`src/design/rcfd_pkg.sv`:
```
// ----------------------------------------------------------------------------
// rcfd_pkg
// Types and constants shared by the radar channel frame deframer modules.
// ----------------------------------------------------------------------------
package rcfd_pkg;

    // frame and channel heads
    localparam logic [31:0] FRAME_HEAD = 32'h0123_4567;
    localparam logic [31:0] CHAN_HEAD  = 32'hEB90_A55A;

    // byte counter saturates at its all-ones value
    localparam int          COUNT_W   = 21;
    localparam logic [20:0] COUNT_MAX = 21'h1F_FFFF;

    // byte offset of the last frame head byte
    localparam logic [20:0] FRAME_HEAD_LAST = 21'd3;

    // field counts inside a channel
    localparam logic [15:0] CHAN_HEAD_BYTES  = 16'd4;
    localparam logic [15:0] START_DONE_BYTES = 16'd4;
    localparam logic [15:0] CHAN_INFO_BYTES  = 16'd6;
    localparam logic [15:0] AFTER_BYTES      = 16'd4;

    // fixed bytes per channel used by the expected-length check
    localparam int CHAN_FIXED_BYTES   = 10;
    localparam int SECOND_FIXED_BYTES = 4;
    localparam int EXPECT_W           = 24;

    // result queue
    localparam int RES_DEPTH = 4;
    localparam int RES_PTR_W = 2;
    localparam int RES_CNT_W = 3;

    // result kinds
    localparam logic RESULT_SAMPLE = 1'b0;
    localparam logic RESULT_STATUS = 1'b1;

    // frame status and error codes
    localparam logic [2:0] ST_OK             = 3'd0;
    localparam logic [2:0] ST_BAD_HEAD       = 3'd1;
    localparam logic [2:0] ST_BAD_FIRST_CHAN = 3'd2;
    localparam logic [2:0] ST_LEN_MISMATCH   = 3'd3;
    localparam logic [2:0] ST_BAD_LATER_CHAN = 3'd4;

    // parse phases, in frame order
    typedef enum logic [3:0] {
        PH_HDR    = 4'd0,
        PH_CHHEAD = 4'd1,
        PH_CHINFO = 4'd2,
        PH_F_HI   = 4'd3,
        PH_F_LO   = 4'd4,
        PH_AFTER  = 4'd5,
        PH_S_HI   = 4'd6,
        PH_S_LO   = 4'd7,
        PH_SKIP   = 4'd8,
        PH_DONE   = 4'd9
    } rcfd_phase_t;

    // one result item
    typedef struct packed {
        logic        kind;
        logic [1:0]  channel;
        logic        segment;
        logic [16:0] position;
        logic [15:0] value;
        logic        last;
        logic [15:0] peak;
        logic [2:0]  status;
    } rcfd_result_t;

    // results produced by one input item, first slot filled first
    typedef struct packed {
        logic [1:0]   count;
        rcfd_result_t first;
        rcfd_result_t second;
    } rcfd_push_t;

endpackage

```
`src/design/rcfd_parser.sv`:
```
// ----------------------------------------------------------------------------
// rcfd_parser
// Frame parse state and per-byte result generation for the deframer.
// ----------------------------------------------------------------------------
module rcfd_parser
    import rcfd_pkg::*;
#(
    parameter int HEADER_BYTES = 88,
    parameter int CHANNELS     = 4
)
(
    input  logic       clk,
    input  logic       rst_n,
    input  logic       fire,
    input  logic [7:0] data_byte,
    input  logic       frame_end,
    output rcfd_push_t push
);

    localparam logic [21:0] HDR_END    = 22'(HEADER_BYTES);
    localparam logic [3:0]  CHAN_COUNT = 4'(CHANNELS);

    // parse state
    logic [20:0]  byte_count_reg, byte_count_next;
    rcfd_phase_t  phase_reg, phase_next;
    logic [15:0]  field_count_reg, field_count_next;
    logic [15:0]  first_start_reg, first_start_next;
    logic [15:0]  first_length_reg, first_length_next;
    logic [15:0]  second_start_reg, second_start_next;
    logic [15:0]  second_length_reg, second_length_next;
    logic [31:0]  recent_reg, recent_next;
    logic [2:0]   chan_reg, chan_next;
    logic [15:0]  peak_value_reg, peak_value_next;
    logic [15:0]  peak_pos_reg, peak_pos_next;
    logic [2:0]   error_reg, error_next;

    // sample datapath
    logic [31:0]  shifted;
    logic [15:0]  samp_val;
    logic [15:0]  fc_inc;
    logic         take_peak;
    logic [15:0]  samp_peak_val;
    logic [15:0]  samp_peak_pos;
    logic [15:0]  seg_len;
    logic [15:0]  seg_start;
    logic         seg_last;
    logic         sample_emit;
    logic         last_chan;

    // status path
    logic [EXPECT_W-1:0] expected_bytes;
    logic                short_frame;
    logic                mismatch;
    logic [2:0]          status;
    rcfd_result_t        sample_res;
    rcfd_result_t        status_res;

    assign shifted       = {recent_reg[23:0], data_byte};
    assign samp_val      = shifted[15:0];
    assign fc_inc        = field_count_reg + 16'd1;
    assign take_peak     = (field_count_reg == 16'd0) || (samp_val > peak_value_reg);
    assign samp_peak_val = take_peak ? samp_val : peak_value_reg;
    assign samp_peak_pos = take_peak ? field_count_reg : peak_pos_reg;
    assign seg_len       = (phase_reg == PH_S_LO) ? second_length_reg : first_length_reg;
    assign seg_start     = (phase_reg == PH_S_LO) ? second_start_reg : first_start_reg;
    assign seg_last      = (fc_inc >= seg_len);
    assign sample_emit   = fire && ((phase_reg == PH_F_LO) || (phase_reg == PH_S_LO));
    assign last_chan     = (({1'b0, chan_reg} + 4'd1) >= CHAN_COUNT);

    // next state of the parse for one byte
    always_comb
    begin
        byte_count_next    = byte_count_reg;
        phase_next         = phase_reg;
        field_count_next   = field_count_reg;
        first_start_next   = first_start_reg;
        first_length_next  = first_length_reg;
        second_start_next  = second_start_reg;
        second_length_next = second_length_reg;
        recent_next        = shifted;
        chan_next          = chan_reg;
        peak_value_next    = peak_value_reg;
        peak_pos_next      = peak_pos_reg;
        error_next         = error_reg;

        if (byte_count_reg < COUNT_MAX)
        begin
            byte_count_next = byte_count_reg + 21'd1;
        end

        case (phase_reg)
            PH_HDR:
            begin
                if (byte_count_reg == FRAME_HEAD_LAST && shifted != FRAME_HEAD)
                begin
                    error_next = ST_BAD_HEAD;
                    phase_next = PH_SKIP;
                end
                else if (({1'b0, byte_count_reg} + 22'd1) >= HDR_END)
                begin
                    phase_next       = PH_CHHEAD;
                    field_count_next = 16'd0;
                end
            end
            PH_CHHEAD:
            begin
                field_count_next = fc_inc;
                if (fc_inc >= CHAN_HEAD_BYTES)
                begin
                    field_count_next = 16'd0;
                    if (shifted != CHAN_HEAD)
                    begin
                        error_next = (chan_reg == 3'd0) ? ST_BAD_FIRST_CHAN
                                                        : ST_BAD_LATER_CHAN;
                        phase_next = PH_SKIP;
                    end
                    else
                    begin
                        phase_next = PH_CHINFO;
                    end
                end
            end
            PH_CHINFO:
            begin
                field_count_next = fc_inc;
                if (fc_inc == START_DONE_BYTES && chan_reg == 3'd0)
                begin
                    first_start_next = shifted[15:0];
                end
                if (fc_inc >= CHAN_INFO_BYTES)
                begin
                    if (chan_reg == 3'd0)
                    begin
                        first_length_next = shifted[15:0];
                    end
                    field_count_next = 16'd0;
                    phase_next = (first_length_next == 16'd0) ? PH_AFTER : PH_F_HI;
                end
            end
            PH_F_HI:
            begin
                phase_next = PH_F_LO;
            end
            PH_F_LO:
            begin
                peak_value_next = samp_peak_val;
                peak_pos_next   = samp_peak_pos;
                if (seg_last)
                begin
                    field_count_next = 16'd0;
                    phase_next       = PH_AFTER;
                end
                else
                begin
                    field_count_next = fc_inc;
                    phase_next       = PH_F_HI;
                end
            end
            PH_AFTER:
            begin
                field_count_next = fc_inc;
                if (fc_inc >= AFTER_BYTES)
                begin
                    field_count_next = 16'd0;
                    if (shifted == CHAN_HEAD)
                    begin
                        if (chan_reg == 3'd0)
                        begin
                            second_start_next  = 16'd0;
                            second_length_next = 16'd0;
                        end
                        if (last_chan)
                        begin
                            phase_next = PH_DONE;
                        end
                        else
                        begin
                            chan_next  = chan_reg + 3'd1;
                            phase_next = PH_CHINFO;
                        end
                    end
                    else
                    begin
                        if (chan_reg == 3'd0)
                        begin
                            second_start_next  = shifted[31:16];
                            second_length_next = shifted[15:0];
                        end
                        if (second_length_next != 16'd0)
                        begin
                            phase_next = PH_S_HI;
                        end
                        else if (last_chan)
                        begin
                            phase_next = PH_DONE;
                        end
                        else
                        begin
                            chan_next  = chan_reg + 3'd1;
                            phase_next = PH_CHHEAD;
                        end
                    end
                end
            end
            PH_S_HI:
            begin
                phase_next = PH_S_LO;
            end
            PH_S_LO:
            begin
                peak_value_next = samp_peak_val;
                peak_pos_next   = samp_peak_pos;
                if (seg_last)
                begin
                    field_count_next = 16'd0;
                    if (last_chan)
                    begin
                        phase_next = PH_DONE;
                    end
                    else
                    begin
                        chan_next  = chan_reg + 3'd1;
                        phase_next = PH_CHHEAD;
                    end
                end
                else
                begin
                    field_count_next = fc_inc;
                    phase_next       = PH_S_HI;
                end
            end
            default:
            begin
            end
        endcase
    end

    // end-of-frame status from the state after this byte
    always_comb
    begin
        expected_bytes = EXPECT_W'(HEADER_BYTES)
            + EXPECT_W'(CHANNELS) * (({8'd0, first_length_next} << 1)
                                     + EXPECT_W'(CHAN_FIXED_BYTES));
        if (second_length_next != 16'd0)
        begin
            expected_bytes = expected_bytes
                + EXPECT_W'(CHANNELS) * (({8'd0, second_length_next} << 1)
                                         + EXPECT_W'(SECOND_FIXED_BYTES));
        end

        short_frame = (chan_next == 3'd0)
                   && ((phase_next == PH_HDR)   || (phase_next == PH_CHHEAD)
                    || (phase_next == PH_CHINFO) || (phase_next == PH_F_HI)
                    || (phase_next == PH_F_LO)   || (phase_next == PH_AFTER));
        mismatch = (byte_count_next == COUNT_MAX)
                || ({3'd0, byte_count_next} != expected_bytes);

        if (error_next == ST_BAD_HEAD || error_next == ST_BAD_FIRST_CHAN)
        begin
            status = error_next;
        end
        else if (short_frame)
        begin
            status = ST_BAD_HEAD;
        end
        else if (mismatch)
        begin
            status = ST_LEN_MISMATCH;
        end
        else if (error_next == ST_BAD_LATER_CHAN)
        begin
            status = ST_BAD_LATER_CHAN;
        end
        else
        begin
            status = ST_OK;
        end
    end

    // result items for this byte
    always_comb
    begin
        sample_res.kind     = RESULT_SAMPLE;
        sample_res.channel  = chan_reg[1:0];
        sample_res.segment  = (phase_reg == PH_S_LO);
        sample_res.position = {1'b0, seg_start} + {1'b0, field_count_reg};
        sample_res.value    = samp_val;
        sample_res.last     = seg_last;
        sample_res.peak     = seg_last ? samp_peak_pos : 16'd0;
        sample_res.status   = ST_OK;

        status_res          = '0;
        status_res.kind     = RESULT_STATUS;
        status_res.status   = status;

        push.first  = sample_emit ? sample_res : status_res;
        push.second = status_res;
        push.count  = {1'b0, sample_emit} + {1'b0, fire && frame_end};
    end

    // state registers, back to reset after the last byte of a frame
    always_ff @(posedge clk or negedge rst_n)
    begin
        if (!rst_n)
        begin
            byte_count_reg    <= '0;
            phase_reg         <= PH_HDR;
            field_count_reg   <= '0;
            first_start_reg   <= '0;
            first_length_reg  <= '0;
            second_start_reg  <= '0;
            second_length_reg <= '0;
            recent_reg        <= '0;
            chan_reg          <= '0;
            peak_value_reg    <= '0;
            peak_pos_reg      <= '0;
            error_reg         <= ST_OK;
        end
        else if (fire)
        begin
            if (frame_end)
            begin
                byte_count_reg    <= '0;
                phase_reg         <= PH_HDR;
                field_count_reg   <= '0;
                first_start_reg   <= '0;
                first_length_reg  <= '0;
                second_start_reg  <= '0;
                second_length_reg <= '0;
                recent_reg        <= '0;
                chan_reg          <= '0;
                peak_value_reg    <= '0;
                peak_pos_reg      <= '0;
                error_reg         <= ST_OK;
            end
            else
            begin
                byte_count_reg    <= byte_count_next;
                phase_reg         <= phase_next;
                field_count_reg   <= field_count_next;
                first_start_reg   <= first_start_next;
                first_length_reg  <= first_length_next;
                second_start_reg  <= second_start_next;
                second_length_reg <= second_length_next;
                recent_reg        <= recent_next;
                chan_reg          <= chan_next;
                peak_value_reg    <= peak_value_next;
                peak_pos_reg      <= peak_pos_next;
                error_reg         <= error_next;
            end
        end
    end

endmodule

```
`src/design/rcfd_result_fifo.sv`:
```
// ----------------------------------------------------------------------------
// rcfd_result_fifo
// Small result queue taking up to two items per cycle, giving one on out_ready.
// ----------------------------------------------------------------------------
module rcfd_result_fifo
    import rcfd_pkg::*;
(
    input  logic         clk,
    input  logic         rst_n,
    input  rcfd_push_t   push,
    input  logic         out_ready,
    output logic         out_valid,
    output rcfd_result_t head,
    output logic         room
);

    rcfd_result_t               mem_reg [RES_DEPTH];
    logic [RES_PTR_W-1:0]       wr_ptr_reg, wr_ptr_next;
    logic [RES_PTR_W-1:0]       rd_ptr_reg, rd_ptr_next;
    logic [RES_CNT_W-1:0]       count_reg, count_next;
    logic                       pop;

    assign out_valid = (count_reg != '0);
    assign head      = mem_reg[rd_ptr_reg];
    assign pop       = out_valid && out_ready;
    // space for the two items a single byte may bring
    assign room      = (count_reg <= RES_CNT_W'(RES_DEPTH - 2));

    // pointer and fill bookkeeping
    always_comb
    begin
        wr_ptr_next = wr_ptr_reg + RES_PTR_W'(push.count);
        rd_ptr_next = rd_ptr_reg + RES_PTR_W'(pop);
        count_next  = count_reg + RES_CNT_W'(push.count) - RES_CNT_W'(pop);
    end

    always_ff @(posedge clk or negedge rst_n)
    begin
        if (!rst_n)
        begin
            wr_ptr_reg <= '0;
            rd_ptr_reg <= '0;
            count_reg  <= '0;
        end
        else
        begin
            wr_ptr_reg <= wr_ptr_next;
            rd_ptr_reg <= rd_ptr_next;
            count_reg  <= count_next;
        end
    end

    // entry storage
    always_ff @(posedge clk)
    begin
        if (push.count != 2'd0)
        begin
            mem_reg[wr_ptr_reg] <= push.first;
        end
        if (push.count == 2'd2)
        begin
            mem_reg[wr_ptr_reg + RES_PTR_W'(1)] <= push.second;
        end
    end

endmodule

```
`src/design/radar_channel_frame_deframer_top.sv`:
```
// ----------------------------------------------------------------------------
// radar_channel_frame_deframer_top
// Byte-wise radar frame deframer: emits samples per segment and frame status.
// ----------------------------------------------------------------------------
// Path: an accepted byte waits in the input register until the result queue
// has room, is parsed into the queue and is offered from the queue head.
// Throughput: one byte per cycle while the queue has room; a byte carrying
// a sample and the frame status puts two items into the 4-entry result queue.
// Reset: rst_n asynchronous, clears parse state and the queue at once.
// ----------------------------------------------------------------------------
module radar_channel_frame_deframer_top
    import rcfd_pkg::*;
#(
    parameter int HEADER_BYTES = 88,
    parameter int CHANNELS     = 4
)
(
    input  logic        clk,
    input  logic        rst_n,
    input  logic        in_valid,
    output logic        in_ready,
    input  logic [7:0]  data_byte,
    input  logic        frame_end,
    output logic        out_valid,
    input  logic        out_ready,
    output logic        result_kind,
    output logic [1:0]  channel_number,
    output logic        segment_number,
    output logic [16:0] sample_position,
    output logic [15:0] sample_value,
    output logic        segment_last,
    output logic [15:0] peak_index,
    output logic [2:0]  frame_status
);

    logic         stage_valid_reg;
    logic [7:0]   stage_byte_reg;
    logic         stage_end_reg;
    logic         stage_fire;
    logic         room;
    rcfd_push_t   push;
    rcfd_result_t head;

    // input register
    assign stage_fire = stage_valid_reg && room;
    assign in_ready   = !stage_valid_reg || room;

    always_ff @(posedge clk or negedge rst_n)
    begin
        if (!rst_n)
        begin
            stage_valid_reg <= 1'b0;
        end
        else if (in_valid && in_ready)
        begin
            stage_valid_reg <= 1'b1;
        end
        else if (stage_fire)
        begin
            stage_valid_reg <= 1'b0;
        end
    end

    always_ff @(posedge clk)
    begin
        if (in_valid && in_ready)
        begin
            stage_byte_reg <= data_byte;
            stage_end_reg  <= frame_end;
        end
    end

    // frame parser
    rcfd_parser #(
        .HEADER_BYTES (HEADER_BYTES),
        .CHANNELS     (CHANNELS)
    ) u_parser (
        .clk       (clk),
        .rst_n     (rst_n),
        .fire      (stage_fire),
        .data_byte (stage_byte_reg),
        .frame_end (stage_end_reg),
        .push      (push)
    );

    // result queue
    rcfd_result_fifo u_fifo (
        .clk       (clk),
        .rst_n     (rst_n),
        .push      (push),
        .out_ready (out_ready),
        .out_valid (out_valid),
        .head      (head),
        .room      (room)
    );

    assign result_kind     = head.kind;
    assign channel_number  = head.channel;
    assign segment_number  = head.segment;
    assign sample_position = head.position;
    assign sample_value    = head.value;
    assign segment_last    = head.last;
    assign peak_index      = head.peak;
    assign frame_status    = head.status;

    // status items carry nothing but their status
    a_status_clean: assert property (@(posedge clk) disable iff (!rst_n)
        out_valid && result_kind == RESULT_STATUS |->
            channel_number == 2'd0 && segment_number == 1'b0
            && sample_position == 17'd0 && sample_value == 16'd0
            && segment_last == 1'b0 && peak_index == 16'd0)
        else $error("status item with nonzero sample fields");

    // sample items report ok status and a peak only at segment end
    a_sample_fields: assert property (@(posedge clk) disable iff (!rst_n)
        out_valid && result_kind == RESULT_SAMPLE |->
            frame_status == ST_OK && (segment_last || peak_index == 16'd0))
        else $error("sample item with status or early peak");

    // two items from one byte only when the second is the frame status
    a_double_push: assert property (@(posedge clk) disable iff (!rst_n)
        push.count == 2'd2 |->
            push.first.kind == RESULT_SAMPLE && push.second.kind == RESULT_STATUS)
        else $error("bad double push");

    // parser only produces items for a byte it takes
    a_push_fire: assert property (@(posedge clk) disable iff (!rst_n)
        push.count != 2'd0 |-> stage_fire)
        else $error("push without a byte");

endmodule

```
`config.mk`:
```
export PLATFORM = sky130hd
export DESIGN_NAME = radar_channel_frame_deframer_top
export DESIGN_NICKNAME = d
export VERILOG_FILES = /design/src/design/rcfd_pkg.sv /design/src/design/rcfd_parser.sv /design/src/design/rcfd_result_fifo.sv /design/src/design/radar_channel_frame_deframer_top.sv
export SDC_FILE = /design/constraint.sdc
export NUM_CORES = 1
export LEC_CHECK = 0
export ABC_AREA = 1
export BUFFER_PORTS_ARGS = -buffer_cell sky130_fd_sc_hd__buf_2
export CELL_PAD_IN_SITES_DETAIL_PLACEMENT = 0
export CELL_PAD_IN_SITES_GLOBAL_PLACEMENT = 2
export CORE_MARGIN = 3
export CORE_UTILIZATION = 37
export DETAILED_ROUTE_END_ITERATION = 8
export MAX_ROUTING_LAYER = met4
export PLACE_DENSITY = 0.88
export SYNTH_ARGS = -nofsm -noshare
export SYNTH_HDL_FRONTEND = slang
export SYNTH_SLANG_ARGS = --single-unit
```
`constraint.sdc`:
```
create_clock -name clk -period 7.65 [get_ports clk]
set_clock_uncertainty 0.1 [all_clocks]
set_input_delay 0.765 -clock clk [delete_from_list [all_inputs] [get_ports clk]]
set_output_delay 0.765 -clock clk [all_outputs]
set_load 0.01 [all_outputs]
```
==> flow_metrics.tcl, run 1 <==
set metrics [dict create \
    status "complete, no violations" \
    syn-num-nets 3355 \
    netlist_instances 3258 \
    fin_crit_sh 0.883 \
    grt_overflow_total 0 \
    grt_pass1_wl_um 126000 \
    yosysTopAreaCellShare 0.188 \
    clock.fmax_mhz 148 \
    synth_area_leaders "dfrtp_1 19%, dfxtp_1 19%, nand2_1 13%" \
    post_synth_and_or_nand_nor_area_fraction 0.267 \
    coreArea_mm2 0.0619 \
    final_hold_viol_count 0 \
    routed_wl_um 80600 \
    tns_ns 0 \
    via_count 22400 \
    hpwl_um 56800 \
    wl_met3_um 3780 \
    routed.top_layer "met4" \
    synth_top_family_by_area "simple AND/OR/NAND/NOR gates" \
    ys_types 61 \
    netSwitchingPower_uw 3510 \
    antenna_found_initial 2 \
    internal_power_uw 4780 \
    firstDrtPassIters 5 \
    crit_path_max_fanout 26 \
    crit_top_cell "nand2_1" \
    gp_congestion 0.918 \
    synth_top_cell_by_area "dfrtp_1" \
    crit_slowest_cell "dfrtp_1" \
    cp.required_ns 7.87 \
    cts.sink_count 412 \
    min_path_type "input pin to asynchronous set/reset pin" \
    synthArstFlopShare 0.425 \
    routed-wl-met2_um 38500 \
    max_stage_delay_ns 0.48 \
    boundaryPins 72 \
    die_y_um 257 \
    nets 3368 \
    p_sw_frac 0.423 \
    cts.path.max_buffers 3 \
    final_antenna_net_count 0 \
    clk_pin_slew_ns 0.06 \
    synth_compound_area_frac 0.184 \
    grt_usage 0.247 \
    fillCellCount 6511 \
    utilization 0.421 \
    largest_register_ffs 228 \
    m1WireLength_um 35600 \
    startpoint_type "flip-flop" \
    vdd_ir_drop_max_mv 0.159 \
    p_clk_frac 0.293 \
    pwr-share-comb 0.385 \
    die_x_um 257 \
    wl_per_cell_um 19.4 \
    numCtsBuffers 48 \
    synth_xor_area_frac 0.0166 \
    viasPerCell 5.39 \
    endpoint_kind "flip-flop" \
    die_area_mm2 0.0659 \
    syn_avg_cell_area_um2 7.14 \
    ys_seq_area_frac 0.401 \
    tightestPinTransition_ns 1.13 \
    synthAdderAreaFrac 0.0462 \
    path_class "flip-flop to flip-flop" \
    drv_cap 0 \
    p_seq_frac 0.322 \
    synth_commonest_cells "780 x nand2_1, 518 x o21ai_0, 346 x inv_1, 280 x nor2_1, 216 x dfxtp_1" \
    p_leak_uw 0.0116 \
    drc 0 \
    fp-row-count 91 \
    setup_violations 0 \
    synth_most_common_cell "nand2_1" \
    drt-initial-drc-count 2006 \
    port_buffers 71 \
    drive_gt1_frac 0.0916 \
    synthMuxAreaShare 0.000484 \
    ys.flop_type "dfxtp_1" \
    cp_data_arrival_time_ns 6.97 \
    root_buffer "clkbuf_16" \
    cts_tree "built" \
    period_needed_ns 6.76 \
    power.density_mw_per_mm2 318 \
    htreeDepth 2 \
    clk_latency_ns 0.61 \
    ys_ff_latch 412 \
    syn_area_mm2 0.0233 \
    area_growth_pct 12.2 \
    grt_max_degree 81 \
    timing.slew.headroom 0.246 \
    grt_pass1_vias 21400 \
    ys.warnings.count 0 \
    rsz0062_at_grt "no" \
    start_util 0.375 \
    synth_edf_count 21 \
    slew_viol_final 0 \
]
==> final timing paths <==
check / slack, ns / endpoint / depth (start not counted) / startpoint
worst max-delay path: 0.89 / u_fifo.mem_reg[3][0] / 41 / u_parser.field_count_reg[0]
worst min-delay path: 0.05 / u_parser.error_reg[2] / 1 / rst_n
worst max register to register: 0.89 / u_fifo.mem_reg[3][0] / 41 / u_parser.field_count_reg[0]
worst min register to register: 0.35 / u_fifo.mem_reg[1][21] / 2 / u_fifo.mem_reg[1][21]
max in group asynchronous: 5.91 / u_fifo.wr_ptr_reg[1] / 2 / rst_n
min in group clk: 0.25 / stage_byte_reg[6] / 1 / data_byte[6]
==> through the flow <==
| step | power (uW) | hold WS, ns | setup slack [ns] | std cells | area (um2) |
|---|---|---|---|---|---|
| after floorplan | 4620 | 0.321 | 2.23 | 3258 | 23300 |
| after global placement | 5870 | 0.332 | 0.792 | 4058 | 24400 |
| after detailed placement | 5890 | 0.340 | 0.635 | 4058 | 24400 |
| after CTS | 8350 | 0.0392 | 0.591 | 4146 | 26100 |
| after global routing | 8790 | 0.0696 | 0.0788 | 4148 | 26100 |
| final | 8290 | 0.0476 | 0.894 | 4148 | 26100 |
==> routing by layer <==
layer  track usage  vias up
met2         0.408      605
met1         0.317    10700
li1              -    10900
met4        0.0847        0
met5             -        -
met3        0.0248      133
==> critical path, delay by kind of cell, from the launching register on <==
| family | cells | cell delay, ns |
|---|---|---|
| AOI/OAI and AO/OA | 7 | 0.98 |
| adders and majority gates | 3 | 0.78 |
| buffers and inverters | 4 | 0.30 |
| DFF | 1 | 0.48 |
| and+or+nand+nor | 27 | 3.84 |
==> area by class of cell <==
| type | instances | area [um2] | share of cell area |
|---|---|---|---|
| Antenna cell | 2 | 5.00 | 0.000192 |
| Clock buffer | 67 | 1400 | 0.0535 |
| Clock inverter | 21 | 297 | 0.0114 |
| Inverter | 360 | 1350 | 0.0518 |
| Multi-Input combinational cell | 2339 | 12000 | 0.460 |
| Sequential cell | 412 | 9340 | 0.358 |
| Tap cell | 837 | 1050 | 0.0401 |
| Timing Repair Buffer | 110 | 654 | 0.0251 |
==> power by group through the flow <==
| stage | Clock, uW | Sequential [uW] | Combinational (uW) |
|---|---|---|---|
| 2_1_floorplan | 0 | 2580 | 2040 |
| 3_3_place_gp | 0 | 2700 | 3170 |
| 3_5_place_dp | 0 | 2710 | 3180 |
| 4_1_cts | 2480 | 2660 | 3200 |
| 5_1_grt | 2570 | 2700 | 3520 |
| 6_report | 2430 | 2670 | 3190 |
==> cell usage in the layout, fill, tap and decap left out, types with 10 or more instances in the layout <==
cell,count
nand2_1,780
o21ai_0,516
inv_1,345
nor2_1,276
dfxtp_1,216
dfrtp_1,173
nand3_1,129
o22ai_1,122
ha_1,81
nand4_1,76
a21oi_1,72
buf_2,70
clkbuf_16,50
xor2_1,41
buf_4,39
nor3_1,38
nand2_2,29
or2_2,24
edfxtp_1,21
o31ai_1,19
nor2_4,13
nor4_1,13
nor2_2,12
inv_2,10
o21ai_1,10
==> cells by family after synthesis <==
logic type | Yosys count
AND/OR/NAND/NOR | 1423
flip-flops | 412
XOR/XNOR | 44
AO/OA/AOI/OAI | 787
buffers and inverters | 507
adder cells (fa/ha/maj) | 84
multiplexers | 1
==> repair_timing <==
action | CTS | global route
hold buffers | 0 | 0
endpoints found under the hold margin | 0 | 0
buffers inserted | 0 | 0
endpoints found under the setup margin | 0 | 8
resized for setup | 0 | 4
(Power assumes the default switching activity.)
==> run 2, diff against run 1 <==
--- a/config.mk
+++ b/config.mk
@@ -5,12 +5,11 @@
 export SDC_FILE = /design/constraint.sdc
 export NUM_CORES = 1
 export LEC_CHECK = 0
-export ABC_AREA = 1
 export BUFFER_PORTS_ARGS = -buffer_cell sky130_fd_sc_hd__buf_2
 export CELL_PAD_IN_SITES_DETAIL_PLACEMENT = 0
 export CELL_PAD_IN_SITES_GLOBAL_PLACEMENT = 2
 export CORE_MARGIN = 3
-export CORE_UTILIZATION = 37
+export CORE_UTILIZATION = 41
 export DETAILED_ROUTE_END_ITERATION = 8
 export MAX_ROUTING_LAYER = met4
 export PLACE_DENSITY = 0.88
==> flow_metrics.tcl, run 2 <==
set metrics [dict create \
    status "complete, no violations" \
    ys.flop_type "dfxtp_1" \
    numCtsBuffers 48 \
    synthArstFlopShare 0.425 \
    p_sw_frac 0.354 \
    coreArea_mm2 0.0557 \
    die_area_mm2 0.0599 \
    period_needed_ns 7.61 \
    fin_crit_sh 0.995 \
    antenna_found_initial 0 \
    rsz0062_at_grt "yes" \
    firstDrtPassIters 5 \
    drc 0 \
    wl_per_cell_um 24.0 \
    p_leak_uw 0.0118 \
    p_total_uw 6570 \
    gp_congestion 0.933 \
    port_buffers 71 \
    grt_pass1_vias 20200 \
    drive_gt1_frac 0.203 \
    detailed_place.area_mm2 0.0255 \
    ys_types 94 \
    yosysTopAreaCellShare 0.187 \
    crit_slowest_cell "or4_4" \
    diodes 0 \
    synth_most_common_cell "nand2_1" \
    p_clk_frac 0.366 \
    clock.fmax_mhz 131 \
    synth_top_cell_by_area "dfrtp_1" \
    grt_max_degree 68 \
    dpl_worst_slack_ns -0.358 \
    clk_pin_slew_ns 0.06 \
    syn_area_mm2 0.0234 \
    p_seq_frac 0.380 \
    fin_ws_ns 0.0354 \
    synth_edf_count 21 \
    slew_viol_final 0 \
    ctsHoldBuffers 0 \
    timing.slew.headroom 0.274 \
    syn-num-nets 2614 \
    synth_commonest_cells "304 x nand2_1, 216 x dfxtp_1, 208 x o21ai_0, 206 x a22o_1, 175 x dfrtp_1" \
    max_stage_delay_ns 0.57 \
    final_common_cell "nand2_1" \
    largest_register_ffs 228 \
    drv_cap 0 \
    design_area_mm2 0.0277 \
    cts.sink_count 412 \
    fillCellCount 5277 \
    viasPerCell 6.00 \
    min_path_type "input pin to asynchronous set/reset pin" \
    endpoint_kind "flip-flop" \
    routed_wl_um 83400 \
    grt_usage 0.282 \
    final_antenna_net_count 0 \
    ys_seq_area_frac 0.399 \
    internal_power_uw 4240 \
    htreeDepth 2 \
    pwr-share-comb 0.253 \
    drt-initial-drc-count 1876 \
    most-common-layout-cells "300 x nand2_1, 219 x buf_4, 216 x dfxtp_1, 206 x a22o_1, 200 x o21ai_0" \
    nets 2791 \
    power.density_mw_per_mm2 237 \
    fp-row-count 86 \
    cts.path.max_buffers 3 \
    grt_overflow_total 0 \
    die_x_um 245 \
    boundaryPins 72 \
    via_count 20900 \
    tightestPinTransition_ns 1.08 \
    cp_data_arrival_time_ns 7.83 \
    startpoint_type "flip-flop" \
    start_util 0.419 \
    ys.warnings.count 0 \
    setup_violations 0 \
    cts_tree "built" \
    cp.required_ns 7.87 \
    path_class "flip-flop to flip-flop" \
    netSwitchingPower_uw 2330 \
    ys_ff_latch 412 \
    grt_pass1_wl_um 127000 \
    tns_ns 0 \
    die_y_um 245 \
    netlist_instances 2517 \
    final_hold_viol_count 0 \
    vdd_ir_drop_max_mv 0.205 \
    clk_latency_ns 0.60 \
    hpwl_um 59500 \
    root_buffer "clkbuf_16" \
    area_growth_pct 18.7 \
    crit_path_max_fanout 8 \
    synth_area_leaders "dfrtp_1 19%, dfxtp_1 19%, a22o_1 7.7%" \
    syn_avg_cell_area_um2 9.28 \
]
-- run 2: cell types whose count changed after synthesis, moves of 67 or more --
cell	change
nand2_1	-476
o21ai_0	-310
inv_1	-269
a22o_1	+205
nor2_1	-120
o22ai_1	-114
mux2i_1	+67
-- run 2: logic make-up after synthesis --
kind of cell | after synthesis | share of synthesized area
simple gates | 843 | 0.176
compound gates | 671 | 0.198
flops | 412 | 0.399
buf+inv | 244 | 0.0410
mux | 150 | 0.0968
xor+xnor | 113 | 0.0429
fa+ha+maj | 84 | 0.0459
-- run 2: through the flow --
stage,util,cells,hold slack [ns]
final,0.498,3482,0.0385
after global routing,0.498,3482,0.0628
after CTS,0.493,3479,0.0484
after detailed placement,0.458,3364,0.338
after global placement,0.458,3364,0.328
after floorplan,-,2517,0.318
-- run 2: layout make-up --
| class | instances | area, um2 | area share |
|---|---|---|---|
| multi-input cells | 1861 | 13500 | 0.486 |
| flip-flops and latches | 412 | 9340 | 0.337 |
| repair buffers | 291 | 2020 | 0.0728 |
| clock buffers | 73 | 1460 | 0.0525 |
| well taps | 748 | 936 | 0.0337 |
| inverters | 80 | 300 | 0.0108 |
| clock inverters | 17 | 210 | 0.00758 |
-- run 2: worst paths after layout --
| check | startpoint | end | slack [ns] | cells past startpoint |
|---|---|---|---|---|
| worst max register to register | u_parser.field_count_reg[5] | u_fifo.mem_reg[1][0] | 0.04 | 31 |
| worst max-delay path | u_parser.field_count_reg[5] | u_fifo.mem_reg[1][0] | 0.04 | 31 |
| worst min register to register | u_fifo.mem_reg[2][56] | u_fifo.mem_reg[2][56] | 0.35 | 2 |
| max in group asynchronous | rst_n | stage_valid_reg | 6.14 | 2 |
| min in group clk | data_byte[0] | stage_byte_reg[0] | 0.24 | 1 |
| worst min-delay path | rst_n | u_parser.first_length_reg[4] | 0.04 | 1 |
-- run 2: per-layer routing --
metal | wire (um) | GRT usage
met1 | 37400 | 0.385
met2 | 38000 | 0.436
met3 | 5480 | 0.0421
met4 | 2520 | 0.0834
met5 | 0 | -
-- run 2: repair_timing --
item	4_1_cts	5_1_grt
cloned	0	0
setup endpoints to repair	12	12
buffers inserted	25	6
pin swaps	19	31
gates resized for setup	29	45
-- run 2: power groups by stage --
stage | sequential, uW | combinational (uW) | clock [uW]
after floorplan | 2410 | 1060 | 0
after global placement | 2530 | 1590 | 0
after detailed placement | 2540 | 1620 | 0
after CTS | 2490 | 1640 | 2430
after global routing | 2520 | 1780 | 2530
final | 2500 | 1660 | 2410
-- run 2: critical path: cells and delay by family (launching register included) --
kind,cells,cell delay [ns]
fa+ha+maj,2,0.39
compound gates,10,2.78
mux,2,0.42
flops,1,0.37
buf+inv,1,0.08
simple gates,13,2.76
xor+xnor,3,0.42
